## src/sv/clns_pkg.sv

```systemverilog
// Shared types and constants for the character LCD nibble sequencer.
// No dependencies; every other file of the block refers to this package.
`default_nettype none
package clns_pkg;

	typedef enum logic [1:0] {
		OP_STARTUP = 2'd0,
		OP_COMMAND = 2'd1,
		OP_DATA    = 2'd2,
		OP_STRING  = 2'd3
	} op_t;

	localparam int CFG_IDX_W = 8;
	localparam int CFG_DAT_W = 8;
	localparam int POS_W     = 6;
	localparam int NIB_IDX_W = 3;
	localparam int QUEUE_DEPTH = 4;
	localparam int QUEUE_PTR_W = $clog2(QUEUE_DEPTH);

	localparam logic [CFG_IDX_W-1:0] REG_ENABLE_HOLD   = 8'd0;
	localparam logic [CFG_IDX_W-1:0] REG_POWER_UP_WAIT = 8'd1;
	localparam logic [CFG_IDX_W-1:0] REG_LINE_LENGTH   = 8'd2;
	localparam logic [CFG_IDX_W-1:0] REG_SECOND_LINE   = 8'd3;

	localparam logic [7:0] RST_POWER_UP_WAIT = 8'd20;
	localparam logic [POS_W-1:0] RST_LINE_LENGTH = 6'd16;
	localparam logic [7:0] RST_SECOND_LINE = 8'hC0;

	localparam logic [POS_W-1:0] POS_MAX = 6'd63;
	localparam logic [7:0] STARTUP_SECOND_WAIT_MS = 8'd1;
	localparam logic [7:0] STARTUP_CMDS [4] = '{8'h33, 8'h32, 8'h0C, 8'h01};

	localparam logic [NIB_IDX_W-1:0] NIB_LAST_STARTUP = 3'd7;
	localparam logic [NIB_IDX_W-1:0] NIB_LAST_BREAK   = 3'd3;
	localparam logic [NIB_IDX_W-1:0] NIB_LAST_BYTE    = 3'd1;

	typedef struct packed {
		logic [7:0]       power_up_wait_ms;
		logic [POS_W-1:0] line_length;
		logic [7:0]       second_line_command;
	} cfg_t;

	typedef struct packed {
		op_t        op;
		logic [7:0] byte_value;
		logic       line_break;
	} desc_t;

endpackage
`default_nettype wire

```

## src/sv/clns_ifs.sv

```systemverilog
// Channel interfaces of the nibble sequencer: requests, nibble results, register writes.
// Depends on clns_pkg for widths.
`default_nettype none
interface clns_req_if;
	logic       valid;
	logic       ready;
	logic [1:0] op;
	logic [7:0] byte_value;
	logic       string_start;
	modport source (output valid, op, byte_value, string_start, input ready);
	modport sink (input valid, op, byte_value, string_start, output ready);
endinterface

interface clns_res_if;
	logic       valid;
	logic       ready;
	logic       rs;
	logic [3:0] nibble;
	logic [7:0] wait_before_ms;
	logic       last;
	modport source (output valid, rs, nibble, wait_before_ms, last, input ready);
	modport sink (input valid, rs, nibble, wait_before_ms, last, output ready);
endinterface

interface clns_cfg_if;
	logic                            valid;
	logic                            ready;
	logic [clns_pkg::CFG_IDX_W-1:0] index;
	logic [clns_pkg::CFG_DAT_W-1:0] value;
	modport source (output valid, index, value, input ready);
	modport sink (input valid, index, value, output ready);
endinterface
`default_nettype wire

```

## src/sv/clns_front.sv

```systemverilog
// Front end: accepts requests, tracks the string position and classifies each request.
// Depends on clns_pkg and clns_ifs.
`default_nettype none
module clns_front (
	input  wire logic                         clk,
	input  wire logic                         arst_n,
	clns_req_if.sink                          req,
	input  wire logic [clns_pkg::POS_W-1:0]   line_length,
	input  wire logic                         queue_full,
	output logic                              push,
	output clns_pkg::desc_t                   push_desc
);

	logic [clns_pkg::POS_W-1:0] pos_q;
	logic [clns_pkg::POS_W-1:0] pos_eff;

	assign req.ready = !queue_full;
	assign push      = req.valid && !queue_full;
	assign pos_eff   = req.string_start ? '0 : pos_q;

	always_comb begin
		push_desc.op         = clns_pkg::op_t'(req.op);
		push_desc.byte_value = req.byte_value;
		push_desc.line_break = (clns_pkg::op_t'(req.op) == clns_pkg::OP_STRING)
			&& (pos_eff == line_length);
	end

	always_ff @(posedge clk or negedge arst_n) begin
		if (!arst_n) begin
			pos_q <= '0;
		end else if (push && clns_pkg::op_t'(req.op) == clns_pkg::OP_STRING) begin
			pos_q <= (pos_eff == clns_pkg::POS_MAX) ? pos_eff : pos_eff + 1'b1;
		end
	end

endmodule
`default_nettype wire

```

## src/sv/clns_queue.sv

```systemverilog
// Short descriptor queue between the front end and the nibble sequencer.
// Depends on clns_pkg.
`default_nettype none
module clns_queue (
	input  wire logic            clk,
	input  wire logic            arst_n,
	input  wire logic            push,
	input  clns_pkg::desc_t      push_desc,
	output logic                 full,
	input  wire logic            pop,
	output clns_pkg::desc_t      head,
	output logic                 empty
);

	clns_pkg::desc_t mem_q [clns_pkg::QUEUE_DEPTH];
	logic [clns_pkg::QUEUE_PTR_W-1:0] wr_ptr_q;
	logic [clns_pkg::QUEUE_PTR_W-1:0] rd_ptr_q;
	logic [clns_pkg::QUEUE_PTR_W:0]   count_q;

	assign full  = (count_q == (clns_pkg::QUEUE_PTR_W+1)'(clns_pkg::QUEUE_DEPTH));
	assign empty = (count_q == '0);
	assign head  = mem_q[rd_ptr_q];

	always_ff @(posedge clk) begin
		if (push) begin
			mem_q[wr_ptr_q] <= push_desc;
		end
	end

	always_ff @(posedge clk or negedge arst_n) begin
		if (!arst_n) begin
			wr_ptr_q <= '0;
			rd_ptr_q <= '0;
			count_q  <= '0;
		end else begin
			if (push) begin
				wr_ptr_q <= wr_ptr_q + 1'b1;
			end
			if (pop) begin
				rd_ptr_q <= rd_ptr_q + 1'b1;
			end
			if (push && !pop) begin
				count_q <= count_q + 1'b1;
			end else if (pop && !push) begin
				count_q <= count_q - 1'b1;
			end
		end
	end

endmodule
`default_nettype wire

```

## src/sv/clns_back.sv

```systemverilog
// Back end: walks each queued descriptor into the result register, one nibble per cycle unless res.ready stalls it.
// Depends on clns_pkg and clns_ifs.
`default_nettype none
module clns_back (
	input  wire logic        clk,
	input  wire logic        arst_n,
	input  clns_pkg::cfg_t   cfg,
	input  clns_pkg::desc_t  head,
	input  wire logic        empty,
	output logic             pop,
	clns_res_if.source       res
);

	logic [clns_pkg::NIB_IDX_W-1:0] idx_q;
	logic [clns_pkg::NIB_IDX_W-1:0] idx_last;
	logic                           valid_q;
	logic                           rs_q;
	logic [3:0]                     nibble_q;
	logic [7:0]                     wait_q;
	logic                           last_q;
	logic                           advance;
	logic                           is_last;
	logic                           rs_d;
	logic [7:0]                     byte_d;
	logic [7:0]                     wait_d;

	always_comb begin
		idx_last = clns_pkg::NIB_LAST_BYTE;
		rs_d     = 1'b0;
		byte_d   = head.byte_value;
		wait_d   = '0;
		case (head.op)
			clns_pkg::OP_STARTUP: begin
				idx_last = clns_pkg::NIB_LAST_STARTUP;
				byte_d   = clns_pkg::STARTUP_CMDS[idx_q[2:1]];
				if (idx_q == 3'd0) begin
					wait_d = cfg.power_up_wait_ms;
				end else if (idx_q == 3'd2) begin
					wait_d = clns_pkg::STARTUP_SECOND_WAIT_MS;
				end
			end
			clns_pkg::OP_COMMAND: begin
				rs_d = 1'b0;
			end
			clns_pkg::OP_DATA: begin
				rs_d = 1'b1;
			end
			clns_pkg::OP_STRING: begin
				if (head.line_break) begin
					idx_last = clns_pkg::NIB_LAST_BREAK;
				end
				if (head.line_break && !idx_q[1]) begin
					byte_d = cfg.second_line_command;
				end else begin
					rs_d = 1'b1;
				end
			end
			default: begin
				rs_d = 1'b0;
			end
		endcase
	end

	assign is_last = (idx_q == idx_last);
	assign advance = !empty && (!valid_q || res.ready);
	assign pop     = advance && is_last;

	always_ff @(posedge clk or negedge arst_n) begin
		if (!arst_n) begin
			valid_q <= 1'b0;
			idx_q   <= '0;
		end else begin
			if (advance) begin
				valid_q <= 1'b1;
				idx_q   <= is_last ? '0 : idx_q + 1'b1;
			end else if (res.ready) begin
				valid_q <= 1'b0;
			end
		end
	end

	always_ff @(posedge clk) begin
		if (advance) begin
			rs_q     <= rs_d;
			nibble_q <= idx_q[0] ? byte_d[3:0] : byte_d[7:4];
			wait_q   <= wait_d;
			last_q   <= is_last;
		end
	end

	assign res.valid          = valid_q;
	assign res.rs             = rs_q;
	assign res.nibble         = nibble_q;
	assign res.wait_before_ms = wait_q;
	assign res.last           = last_q;

endmodule
`default_nettype wire

```

## src/sv/char_lcd_nibble_sequencer.sv

```systemverilog
// Top level of the character LCD nibble sequencer: register file, front, queue, back.
// Depends on clns_pkg, clns_ifs, clns_front, clns_queue and clns_back.
// An accepted request is first written into the queue; its first nibble is then registered in the result register.
// Nibbles leave at one per cycle while the result channel is ready; a request yields 2, 4 or 8 nibbles by kind.
// A four-entry queue lets requests be taken while earlier ones are still being sent.
// Reset clears the string position and restores register defaults; no clearing pass.
`default_nettype none
module char_lcd_nibble_sequencer (
	input  wire logic   clk,
	input  wire logic   arst_n,
	clns_req_if.sink    req,
	clns_res_if.source  res,
	clns_cfg_if.sink    cfg
);

	clns_pkg::cfg_t  cfg_q;
	clns_pkg::desc_t push_desc;
	clns_pkg::desc_t head;
	logic            push;
	logic            pop;
	logic            full;
	logic            empty;

	assign cfg.ready = 1'b1;

	always_ff @(posedge clk or negedge arst_n) begin
		if (!arst_n) begin
			cfg_q.power_up_wait_ms    <= clns_pkg::RST_POWER_UP_WAIT;
			cfg_q.line_length         <= clns_pkg::RST_LINE_LENGTH;
			cfg_q.second_line_command <= clns_pkg::RST_SECOND_LINE;
		end else if (cfg.valid) begin
			case (cfg.index)
				clns_pkg::REG_POWER_UP_WAIT: cfg_q.power_up_wait_ms <= cfg.value;
				clns_pkg::REG_LINE_LENGTH: begin
					cfg_q.line_length <= cfg.value[clns_pkg::POS_W-1:0];
				end
				clns_pkg::REG_SECOND_LINE: cfg_q.second_line_command <= cfg.value;
				default: begin
				end
			endcase
		end
	end

	clns_front u_front (
		.clk         (clk),
		.arst_n      (arst_n),
		.req         (req),
		.line_length (cfg_q.line_length),
		.queue_full  (full),
		.push        (push),
		.push_desc   (push_desc)
	);

	clns_queue u_queue (
		.clk       (clk),
		.arst_n    (arst_n),
		.push      (push),
		.push_desc (push_desc),
		.full      (full),
		.pop       (pop),
		.head      (head),
		.empty     (empty)
	);

	clns_back u_back (
		.clk    (clk),
		.arst_n (arst_n),
		.cfg    (cfg_q),
		.head   (head),
		.empty  (empty),
		.pop    (pop),
		.res    (res)
	);

endmodule
`default_nettype wire

```

## src/flat_wrapper.sv

```systemverilog
// flat-port wrapper written by rule: the top's interface ports become plain ports
module char_lcd_nibble_sequencer_flat 
  (clk, arst_n, req_valid, req_op, req_byte_value, req_string_start, req_ready, res_valid, res_rs, res_nibble, res_wait_before_ms, res_last, res_ready, cfg_valid, cfg_index, cfg_value, cfg_ready);
  clns_req_if req_i ();
  clns_res_if res_i ();
  clns_cfg_if cfg_i ();
  input  wire logic clk;
  input  wire logic arst_n;
  input wire logic [$bits(req_i.valid)-1:0] req_valid;
  input wire logic [$bits(req_i.op)-1:0] req_op;
  input wire logic [$bits(req_i.byte_value)-1:0] req_byte_value;
  input wire logic [$bits(req_i.string_start)-1:0] req_string_start;
  output wire logic [$bits(req_i.ready)-1:0] req_ready;
  output wire logic [$bits(res_i.valid)-1:0] res_valid;
  output wire logic [$bits(res_i.rs)-1:0] res_rs;
  output wire logic [$bits(res_i.nibble)-1:0] res_nibble;
  output wire logic [$bits(res_i.wait_before_ms)-1:0] res_wait_before_ms;
  output wire logic [$bits(res_i.last)-1:0] res_last;
  input wire logic [$bits(res_i.ready)-1:0] res_ready;
  input wire logic [$bits(cfg_i.valid)-1:0] cfg_valid;
  input wire logic [$bits(cfg_i.index)-1:0] cfg_index;
  input wire logic [$bits(cfg_i.value)-1:0] cfg_value;
  output wire logic [$bits(cfg_i.ready)-1:0] cfg_ready;
  assign req_i.valid = req_valid;
  assign req_i.op = req_op;
  assign req_i.byte_value = req_byte_value;
  assign req_i.string_start = req_string_start;
  assign req_ready = req_i.ready;
  assign res_valid = res_i.valid;
  assign res_rs = res_i.rs;
  assign res_nibble = res_i.nibble;
  assign res_wait_before_ms = res_i.wait_before_ms;
  assign res_last = res_i.last;
  assign res_i.ready = res_ready;
  assign cfg_i.valid = cfg_valid;
  assign cfg_i.index = cfg_index;
  assign cfg_i.value = cfg_value;
  assign cfg_ready = cfg_i.ready;
  char_lcd_nibble_sequencer u_core (.clk(clk), .arst_n(arst_n), .req(req_i), .res(res_i), .cfg(cfg_i));
endmodule
```

## config.mk

```make
export PLATFORM = sky130hd
export DESIGN_NAME = char_lcd_nibble_sequencer_flat
export DESIGN_NICKNAME = d
export VERILOG_FILES = /design/src/sv/clns_pkg.sv /design/src/sv/clns_ifs.sv /design/src/sv/clns_front.sv /design/src/sv/clns_queue.sv /design/src/sv/clns_back.sv /design/src/sv/char_lcd_nibble_sequencer.sv /design/src/flat_wrapper.sv
export SDC_FILE = /design/constraint.sdc
export NUM_CORES = 1
export LEC_CHECK = 0
export ABC_CLOCK_PERIOD_IN_PS = 5900
export CORE_ASPECT_RATIO = 0.8
export CORE_MARGIN = 2
export CORE_UTILIZATION = 34
export CTS_BUF_LIST = sky130_fd_sc_hd__clkbuf_16
export DETAILED_ROUTE_END_ITERATION = 10
export DONT_BUFFER_PORTS = 1
export GPL_TIMING_DRIVEN = 0
export PLACE_DENSITY = 0.5
export SLEW_MARGIN = 20
export SYNTH_ARGS = -nofsm -noshare
export SYNTH_HDL_FRONTEND = slang
export SYNTH_SLANG_ARGS = --single-unit
```

## constraint.sdc

```tcl
create_clock -name clk -period 5.9 [get_ports clk]
set_input_delay 1.77 -clock clk [delete_from_list [all_inputs] [get_ports clk]]
set_output_delay 1.77 -clock clk [all_outputs]
set_load 0.1 [all_outputs]
```

==> flow_metrics.py, run 1 <==
metrics = {
    "floorplan": {
        "pin_count": 49,
        "die_y_um": 106,
        "chipWidth_um": 132,
        "coreArea_um2": 12800,
        "initial_core_util_pct": 34.7,
        "rows": 37,
        "dieArea_um2": 14000,
    },
    "cts": {
        "clockRootBuffer": "clkbuf_16",
        "postCtsSetupBuffers": 0,
        "cts_tree": "built",
        "cts_resized": 0,
        "cts_max_path_buffers": 2,
        "clock-sinks": 97,
        "htreeDepth": 3,
        "ctsHoldBuffers": 0,
        "cts_made_buffers": 9,
        "clk_latency_ns": 0.34,
        "clk_pin_slew_worst_paths_ns": 0.07,
    },
    "hold_path": {
        "hold_path_end": "u_core.u_queue.count_q[2]",
        "min-delay-start": "u_core.u_queue.count_q[2]",
        "min_path_cells": 1,
        "min_path_type": "register to register",
    },
    "logic_synthesis": {
        "synth_simple_gate_area_share_pct": 8.95,
        "synth_area_um2": 4430,
        "synthAdderAreaFrac_pct": 4.40,
        "synth_top_family_by_area": "multiplexers",
        "syn_area_per_cell_um2": 14.9,
        "muxShareOfSynthArea_pct": 13.6,
        "synthXorXnorAreaFrac_pct": 1.78,
        "synth_compound_area_share_pct": 7.03,
        "synth_seq_area_share_pct": 61.5,
        "synth_edf_count": 58,
        "synth-seq-cells": 97,
        "yosys.cell_types.count": 60,
        "synth-main-ff-cell": "edfxtp_1",
        "synthArstFlopShare_pct": 40.2,
        "syn_inst": 297,
        "synth_warnings": 0,
        "synth_nets": 344,
    },
    "global_routing": {
        "grt_pass1_vias": 2448,
        "antenna_found_initial": 0,
        "gr-total-overflow": 0,
        "grt_usage_pct": 12.7,
        "grt_pass1_wl_um": 13400,
        "grt_max_degree": 40,
    },
    "setup_path": {
        "rr_endpoint": "u_core.u_queue.count_q[1]",
        "ff2ff_setup_slack_ns": 1.68,
        "r2r_cells": 13,
        "crit_type": "register to register",
        "arrival_ns": 4.46,
        "r2r_start": "u_core.u_queue.rd_ptr_q[0]",
        "end_kind": "register",
        "cp-start-kind": "register",
        "worstPathRequired_ns": 6.13,
        "startpoint": "u_core.u_queue.rd_ptr_q[0]",
        "crit_fanout": 10,
    },
    "cells_and_area": {
        "final_nets": 356,
        "antennaDiodeCount": 0,
        "n_fill_cell": 1208,
        "drive_above_1_share_pct": 26.1,
        "layout_common_cells": "edfxtp_1, dfrtp_1, mux2_2, inv_1, ha_1",
        "final_design_area_no_fill_um2": 5000,
        "regArea_um2": 2720,
        "syn_to_final_growth_pct": 12.8,
        "fin_cells": 489,
        "multiInputGateArea_um2": 1590,
        "final_common_cell": "edfxtp_1",
    },
    "place": {
        "place_congestion": 0.777,
        "dpl_cell_area_um2": 4670,
        "io_buffers": 0,
        "post-place-cells": 473,
        "dp_hpwl_um": 6030,
        "pre_cts_slack_ns": 1.65,
    },
    "pwr": {
        "peakVddDrop_v": 0.000260,
        "p_leak_nw": 1.95,
        "p_total_mw": 2.69,
        "power_density_nw_per_um2": 538,
    },
    "sta": {
        "timing.final.crit_share_pct": 71.6,
        "relSlewSlack_pct": 37.0,
        "finalSetupViolations": 0,
        "clock.fmax_mhz": 237,
        "finalWorstSetupSlack_ns": 1.68,
        "tns_ns": 0,
        "fin_skew_ns": 0.00987,
        "rsz0062_at_grt": "false",
        "worst_slew_pin_slew_ns": 0.945,
        "slew_violations": 0,
        "fin_crit_ns": 4.22,
        "hold_viol_final": 0,
    },
    "drt": {
        "vias": 2418,
        "wire_per_inst_um": 17.0,
        "initialDrtViolationCount": 168,
        "drc": 0,
        "via_per_inst": 4.94,
        "firstDrtPassIters": 6,
        "drt_wl_total_um": 8330,
        "drtAntennaViolNets": 0,
    },
    "outcome": {
        "status": "finished, final reports clean",
    },
    "flow_run": {
        "drv_cap": 0,
    },
}
layer usage:
| layer | vias to the layer above | track usage, % | routed length [um] |
|---|---|---|---|
| li1 | 1148 | - | - |
| met1 | 1217 | 18.0 | 4180 |
| met2 | 43 | 18.5 | 3630 |
| met3 | 10 | 4.34 | 434 |
| met4 | 0 | 3.88 | 87 |
| met5 | - | 0 | 0 |
worst max-delay path, cell delays in order, from the launching register on:
cell,delay (ns)
dfrtp_1,0.32
buf_4,0.17
buf_2,0.35
mux4_2,0.57
inv_1,0.10
ha_1,0.25
or3b_2,0.46
o221ai_2,0.22
mux2i_1,0.44
nand2_1,0.21
ha_1,0.28
inv_1,0.07
fa_1,0.40
mux2_2,0.26
stage by stage:
step	util [%]	hold slack [ns]
4_1_cts	39.1	0.486
5_1_grt	39.1	0.518
3_5_place_dp	36.5	0.476
2_1_floorplan	-	0.455
3_3_place_gp	36.4	0.474
6_report	39.1	0.488
synthesized netlist by cell type (4+ instances only):
| library cell | number | area share (%) |
|---|---|---|
| clkbuf_1 | 4 | 0.34 |
| a22oi_1 | 5 | 0.85 |
| inv_1 | 17 | 1.4 |
| mux2_2 | 25 | 6.4 |
| nand3_1 | 4 | 0.45 |
| mux2i_1 | 6 | 1.4 |
| mux4_2 | 11 | 5.6 |
| a21oi_1 | 10 | 1.1 |
| ha_1 | 14 | 4.0 |
| nor2_1 | 7 | 0.59 |
| dfstp_2 | 5 | 3.0 |
| nand2_1 | 7 | 0.59 |
| xnor2_1 | 6 | 1.2 |
| nor3_1 | 4 | 0.45 |
| o21ai_0 | 9 | 1.0 |
| and3_2 | 4 | 0.68 |
| dfrtp_1 | 34 | 19 |
| edfxtp_1 | 58 | 39 |
| and2_1 | 7 | 0.99 |
kinds of logic after synthesis:
group,after synthesis
other,1
XOR/XNOR,9
multiplexers,43
buffers and inverters,28
adder cells (fa/ha/maj),15
AO/OA/AOI/OAI,45
flip-flops,97
AND/OR/NAND/NOR,59
registers in the layout (all words and copies together), names as in the netlist:
name and count:
u_core.u_back.res.wait_before_ms 8, u_core.u_back.res.valid 1, u_core.u_queue.count_q 3, u_core.u_queue.rd_ptr_q 2
u_core.u_queue.wr_ptr_q 2, u_core.u_back.res.rs 1, u_core.u_back.res.nibble 4, u_core.cfg_q 22
u_core.u_back.idx_q 3, u_core.u_back.res.last 1, u_core.u_front.pos_q 6, u_core.u_queue.mem_q 44
report_power, final:
part | switching (mW) | total [mW] | leakage (nW) | internal, mW
combinational | 0.450 | 0.798 | 0.751 | 0.348
clock | 0.260 | 0.628 | 0.167 | 0.368
sequential | 0.355 | 1.26 | 1.04 | 0.908
cell type report:
class,instances,area share [%]
Buffer,11,1.15
Sequential cell,97,54.5
Clock buffer,12,6.01
Clock inverter,4,0.676
Inverter,17,1.28
Tap cell,175,4.38
Multi-Input combinational cell,172,31.8
Timing Repair Buffer,1,0.225
worst max path at each step:
stage               slack [ns]                        end
global route              1.37  u_core.u_queue.count_q[1]
finish                    1.68  u_core.u_queue.count_q[1]
global placement          0.99  u_core.u_queue.count_q[1]
floorplan                 1.74  u_core.u_queue.count_q[1]
detailed placement        1.65  u_core.u_queue.count_q[1]
CTS                       1.62  u_core.u_queue.count_q[1]
No activity file was read; power rests on OpenSTA's default activity.
==> run 2, diff against run 1 <==
--- a/config.mk
+++ b/config.mk
@@ -5,7 +5,7 @@
 export SDC_FILE = /design/constraint.sdc
 export NUM_CORES = 1
 export LEC_CHECK = 0
-export ABC_CLOCK_PERIOD_IN_PS = 5900
+export ABC_CLOCK_PERIOD_IN_PS = 3800
 export CORE_ASPECT_RATIO = 0.8
 export CORE_MARGIN = 2
 export CORE_UTILIZATION = 34
@@ -13,7 +13,7 @@
 export DETAILED_ROUTE_END_ITERATION = 10
 export DONT_BUFFER_PORTS = 1
 export GPL_TIMING_DRIVEN = 0
-export PLACE_DENSITY = 0.5
+export PLACE_DENSITY = 0.52
 export SLEW_MARGIN = 20
 export SYNTH_ARGS = -nofsm -noshare
 export SYNTH_HDL_FRONTEND = slang
==> constraint.sdc (replaced) <==
create_clock -name clk -period 3.8 [get_ports clk]
set_input_delay 1.14 -clock clk [delete_from_list [all_inputs] [get_ports clk]]
set_output_delay 1.14 -clock clk [all_outputs]
set_load 0.1 [all_outputs]
==> run 2 against run 1 <==
Against the previous run: sequential share of layout area down 0.054 points; sequential cell count stayed put; power grew 54%; global-route usage about the same; via count rose by 2.0%.
==> flow_metrics.py, run 2 (same netlist as run 1, synthesis figures left out) <==
metrics = {
    "global_routing": {
        "grt_max_degree": 40,
        "gr-total-overflow": 0,
        "grt_pass1_vias": 2516,
        "grt_pass1_wl_um": 13700,
        "antenna_found_initial": 0,
        "grt_usage_pct": 12.8,
    },
    "floorplan": {
        "chipWidth_um": 132,
        "initial_core_util_pct": 34.7,
        "dieArea_um2": 14000,
        "pin_count": 49,
        "rows": 37,
        "die_y_um": 106,
        "coreArea_um2": 12800,
    },
    "drt": {
        "wire_per_inst_um": 17.1,
        "initialDrtViolationCount": 79,
        "via_per_inst": 5.01,
        "drt_wl_total_um": 8400,
        "vias": 2467,
        "drc": 0,
        "firstDrtPassIters": 4,
        "drtAntennaViolNets": 0,
    },
    "setup_path": {
        "crit_type": "register to register",
        "end_kind": "register",
        "arrival_ns": 3.81,
        "cp-start-kind": "register",
        "crit_fanout": 10,
        "worstPathRequired_ns": 4.02,
    },
    "flow_run": {
        "drv_cap": 0,
    },
    "cts": {
        "cts_tree": "built",
        "clk_latency_ns": 0.34,
        "htreeDepth": 3,
        "cts_made_buffers": 9,
        "clk_pin_slew_worst_paths_ns": 0.07,
        "cts_max_path_buffers": 2,
        "clockRootBuffer": "clkbuf_16",
        "clock-sinks": 97,
    },
    "cells_and_area": {
        "regMostFlops": "u_core.u_queue.mem_q",
        "drive_above_1_share_pct": 27.1,
        "layout_common_cells": "edfxtp_1, dfrtp_1, mux2_2, inv_1, ha_1",
        "n_fill_cell": 1209,
        "largest_reg_flops": 44,
        "utilization_pct": 39.2,
        "final_nets": 359,
        "syn_to_final_growth_pct": 12.9,
        "final_common_cell": "edfxtp_1",
        "multiInputGateArea_um2": 1600,
        "final_design_area_no_fill_um2": 5000,
        "antennaDiodeCount": 0,
        "fin_cells": 492,
        "regArea_um2": 2720,
    },
    "place": {
        "dp_hpwl_um": 5970,
        "post-place-cells": 473,
        "dpl_cell_area_um2": 4670,
        "io_buffers": 0,
        "place_congestion": 0.790,
    },
    "sta": {
        "hold_viol_final": 0,
        "holdWs_ns": 0.483,
        "fin_crit_ns": 3.58,
        "slew_violations": 0,
        "finalSetupViolations": 0,
        "fin_skew_ns": 0.00821,
        "clock.fmax_mhz": 279,
        "worst_slew_pin_slew_ns": 0.941,
        "rsz0062_at_grt": "false",
        "relSlewSlack_pct": 37.4,
        "timing.final.crit_share_pct": 94.3,
    },
    "pwr": {
        "power_density_nw_per_um2": 826,
        "peakVddDrop_v": 0.000392,
        "p_leak_nw": 1.96,
        "p_total_mw": 4.13,
    },
    "outcome": {
        "status": "finished, final reports clean",
    },
    "hold_path": {
        "min_path_type": "register to register",
    },
}
==> run 2: cell count changes in the layout (fill, tap and decap cells not counted), sizes merged <==
| cell | before | now |
|---|---|---|
| clkinv | 1 | 2 |
| buf | 7 | 9 |
| clkbuf | 17 | 16 |
| inv | 20 | 21 |
==> run 2: per-layer routing <==
layer,share of wire (%),routed length [um],global-route usage [%]
met1,47,3960,16.9
met2,46,3870,19.6
met3,5.4,454,4.77
met4,1.3,113,4.04
met5,0,0,0
==> run 2: timing repair <==
| item | 4_1_cts | 5_1_grt |
|---|---|---|
| resized for setup | 3 | 4 |
| hold buffers | 0 | 0 |
| hold endpoints to repair | 0 | 0 |
| endpoints found under the setup margin | 2 | 2 |
| buffers inserted | 1 | 3 |
==> run 2: power breakdown <==
part | switching [mW] | internal [mW]
Sequential | 0.555 | 1.41
Combinational | 0.714 | 0.588
Clock | 0.382 | 0.484
==> run 2: cell type report <==
type | count | share of cell area (%)
well taps | 175 | 4.38
plain buffers | 10 | 1.35
flip-flops and latches | 97 | 54.4
clock buffers | 10 | 5.00
multi-input cells | 172 | 31.9
clock inverters | 6 | 0.800
repair buffers | 5 | 0.825
inverters | 17 | 1.28
==> run 2: per-stage QoR <==
step | setup slack (ns) | setup TNS (ns)
final | 0.216 | 0
after global routing | 0.0572 | 0
after CTS | 0.00657 | 0
after detailed placement | -0.323 | -0.479
after global placement | -0.530 | -0.922
after floorplan | 0.0861 | 0
==> run 2: final timing paths <==
| kind | from | end | cells after the start | slack, ns |
|---|---|---|---|---|
| min in group asynchronous | arst_n | u_core.u_back.idx_q[1] | 0 | 0.49 |
| hold / removal | u_core.u_queue.count_q[2] | u_core.u_queue.count_q[2] | 1 | 0.48 |
| setup / recovery | u_core.u_queue.rd_ptr_q[1] | u_core.u_queue.count_q[1] | 12 | 0.22 |
| setup reg to reg | u_core.u_queue.rd_ptr_q[1] | u_core.u_queue.count_q[1] | 12 | 0.22 |
| max in group asynchronous | arst_n | u_core.cfg_q[6] | 0 | 3.12 |
| hold reg to reg | u_core.u_queue.count_q[2] | u_core.u_queue.count_q[2] | 1 | 0.48 |
==> run 2: worst max-delay path: stages (launching register included) <==
cell      delay (ns)
dfrtp_1         0.39
clkbuf_4        0.27
mux4_2          0.37
inv_1           0.10
ha_1            0.23
or3b_2          0.45
o221ai_2        0.24
mux2i_2         0.32
nand2_2         0.13
ha_2            0.24
inv_1           0.06
fa_1            0.40
mux2_2          0.27
==> run 3, diff against run 2 <==
--- a/config.mk
+++ b/config.mk
@@ -9,7 +9,6 @@
 export CORE_ASPECT_RATIO = 0.8
 export CORE_MARGIN = 2
 export CORE_UTILIZATION = 34
-export CTS_BUF_LIST = sky130_fd_sc_hd__clkbuf_16
 export DETAILED_ROUTE_END_ITERATION = 10
 export DONT_BUFFER_PORTS = 1
 export GPL_TIMING_DRIVEN = 0
==> run 3 against run 2 <==
Against the previous run: hold slack did not move; clock skew did not move; die area did not move; critical path depth did not move; register-to-register slack barely moved; fmax barely moved; non-clock buffer count did not move; critical endpoint unchanged; sequential cell count did not move.
==> flow_metrics.py, run 3 (same netlist as run 1, synthesis figures left out) <==
metrics = {
    "cells_and_area": {
        "fin_cells": 492,
        "regMostFlops": "u_core.u_queue.mem_q",
        "antennaDiodeCount": 0,
        "final_common_cell": "edfxtp_1",
        "drive_above_1_share_pct": 27.4,
        "syn_to_final_growth_pct": 13.0,
        "largest_reg_flops": 44,
        "layout_common_cells": "edfxtp_1, dfrtp_1, mux2_2, inv_1, ha_1",
        "final_nets": 359,
        "utilization_pct": 39.2,
    },
    "place": {
        "place_congestion": 0.790,
        "dp_hpwl_um": 5970,
        "io_buffers": 0,
        "pre_cts_slack_ns": -0.323,
        "post-place-cells": 473,
    },
    "sta": {
        "slew_violations": 0,
        "relSlewSlack_pct": 37.4,
        "worst_slew_pin_slew_ns": 0.941,
        "holdWs_ns": 0.483,
        "fin_crit_ns": 3.58,
        "finalSetupViolations": 0,
        "rsz0062_at_grt": "false",
        "fin_skew_ns": 0.00821,
        "timing.final.crit_share_pct": 94.3,
        "hold_viol_final": 0,
        "clock.fmax_mhz": 279,
        "finalWorstSetupSlack_ns": 0.217,
    },
    "drt": {
        "drt_wl_total_um": 8400,
        "firstDrtPassIters": 4,
        "drtAntennaViolNets": 0,
        "via_per_inst": 5.03,
        "initialDrtViolationCount": 85,
        "drc": 0,
        "vias": 2474,
        "wire_per_inst_um": 17.1,
    },
    "floorplan": {
        "rows": 37,
        "coreArea_um2": 12800,
        "chipWidth_um": 132,
        "die_y_um": 106,
        "initial_core_util_pct": 34.7,
        "pin_count": 49,
        "dieArea_um2": 14000,
    },
    "cts": {
        "clk_latency_ns": 0.34,
        "clk_pin_slew_worst_paths_ns": 0.07,
        "cts_tree": "built",
        "clock-sinks": 97,
        "htreeDepth": 3,
        "ctsHoldBuffers": 0,
        "clockRootBuffer": "clkbuf_16",
        "cts_made_buffers": 9,
        "cts_max_path_buffers": 2,
    },
    "global_routing": {
        "gr-total-overflow": 0,
        "use_met2_pct": 19.6,
        "grt_util_met1_pct": 16.9,
        "grt_usage_pct": 12.8,
        "grt_max_degree": 40,
        "grt_pass1_vias": 2516,
        "top_usage_layer": "met2",
        "use_met3_pct": 4.77,
        "antenna_found_initial": 0,
        "grt_pass1_wl_um": 13700,
    },
    "setup_path": {
        "slowest_delay_ns": 0.45,
        "rr_endpoint": "u_core.u_queue.count_q[1]",
        "ff2ff_setup_slack_ns": 0.22,
        "end_kind": "register",
        "arrival_ns": 3.81,
        "critical_path.endpoint": "u_core.u_queue.count_q[1]",
        "cp-start-kind": "register",
        "worstPathRequired_ns": 4.02,
        "startpoint": "u_core.u_queue.rd_ptr_q[1]",
        "crit_chain": "clkbuf_4 -> mux4_2 -> inv_1 -> ha_1 -> or3b_2 -> o221ai_2 -> mux2i_2 -> nand2_2 -> ha_2 -> inv_1 -> fa_1 -> mux2_2",
        "crit_type": "register to register",
        "crit_fanout": 10,
        "r2r_cells": 12,
        "cpMaxStageDelayCell": "or3b_2",
        "r2r_start": "u_core.u_queue.rd_ptr_q[1]",
        "crit_top_cell": "inv_1",
    },
    "flow_run": {
        "drv_cap": 0,
    },
    "pwr": {
        "peakVddDrop_v": 0.000392,
        "p_leak_nw": 1.95,
        "power_density_nw_per_um2": 828,
    },
    "hold_path": {
        "min_path_type": "register to register",
    },
    "outcome": {
        "status": "finished, final reports clean",
    },
}
==> run 3: cell types whose count changed in the layout (fill, tap and decap cells not counted) <==
cell and delta:
inv_1 -2, clkbuf_4 +1, clkbuf_1 +1
==> run 3: layout make-up <==
class,instances,area (um^2)
tap,175,219
inverter,17,63.8
sequential,97,2720
clock buffer,12,262
multi-input combinational,172,1600
buffer,10,67.6
timing repair buffer,5,41.3
clock inverter,4,32.5
fill,1209,7770
==> run 3: layer usage <==
metal | share of wire [%] | vias to the layer above
li1 | - | 1147
met1 | 47 | 1269
met2 | 46 | 45
met3 | 5.1 | 13
met4 | 1.3 | 0
met5 | 0 | -
==> run 3: what timing repair did <==
action / 4_1_cts / 5_1_grt
resized for setup: 3 / 4
buffers inserted: 1 / 3
setup endpoints to repair: 2 / 2
hold endpoints to repair: 0 / 0
==> run 3: power breakdown <==
group	internal (mW)	switching (mW)
sequential	1.41	0.555
clock	0.496	0.383
combinational	0.588	0.714
==> run 3: worst min path at each step <==
stage / startpoint / endpoint / slack, ns / cells after the start
after floorplan: u_core.u_queue.count_q[2] / u_core.u_queue.count_q[2] / 0.45 / 1
after global placement: u_core.u_queue.count_q[2] / u_core.u_queue.count_q[2] / 0.47 / 1
after detailed placement: u_core.u_queue.count_q[2] / u_core.u_queue.count_q[2] / 0.48 / 1
after CTS: arst_n / u_core.cfg_q[8] / 0.48 / 0
after global routing: arst_n / u_core.u_back.idx_q[1] / 0.47 / 0
final: u_core.u_queue.count_q[2] / u_core.u_queue.count_q[2] / 0.48 / 1
==> run 3: worst max-delay path, delay by kind of cell (launching register included) <==
kind / cells / cell delay (ns)
compound gates: 1 / 0.24
flops: 1 / 0.39
simple gates: 2 / 0.58
mux: 3 / 0.96
buf+inv: 3 / 0.43
fa+ha+maj: 3 / 0.87
==> run 3: per-stage QoR <==
step           TNS (ns)  total power [mW]  cell area, um^2
2_1_floorplan         0              2.92             4430
3_3_place_gp     -0.922              3.20             4650
3_5_place_dp     -0.479              3.24             4670
4_1_cts               0              4.15             4970
5_1_grt               0              4.39             5010
6_report              0              4.15             5010
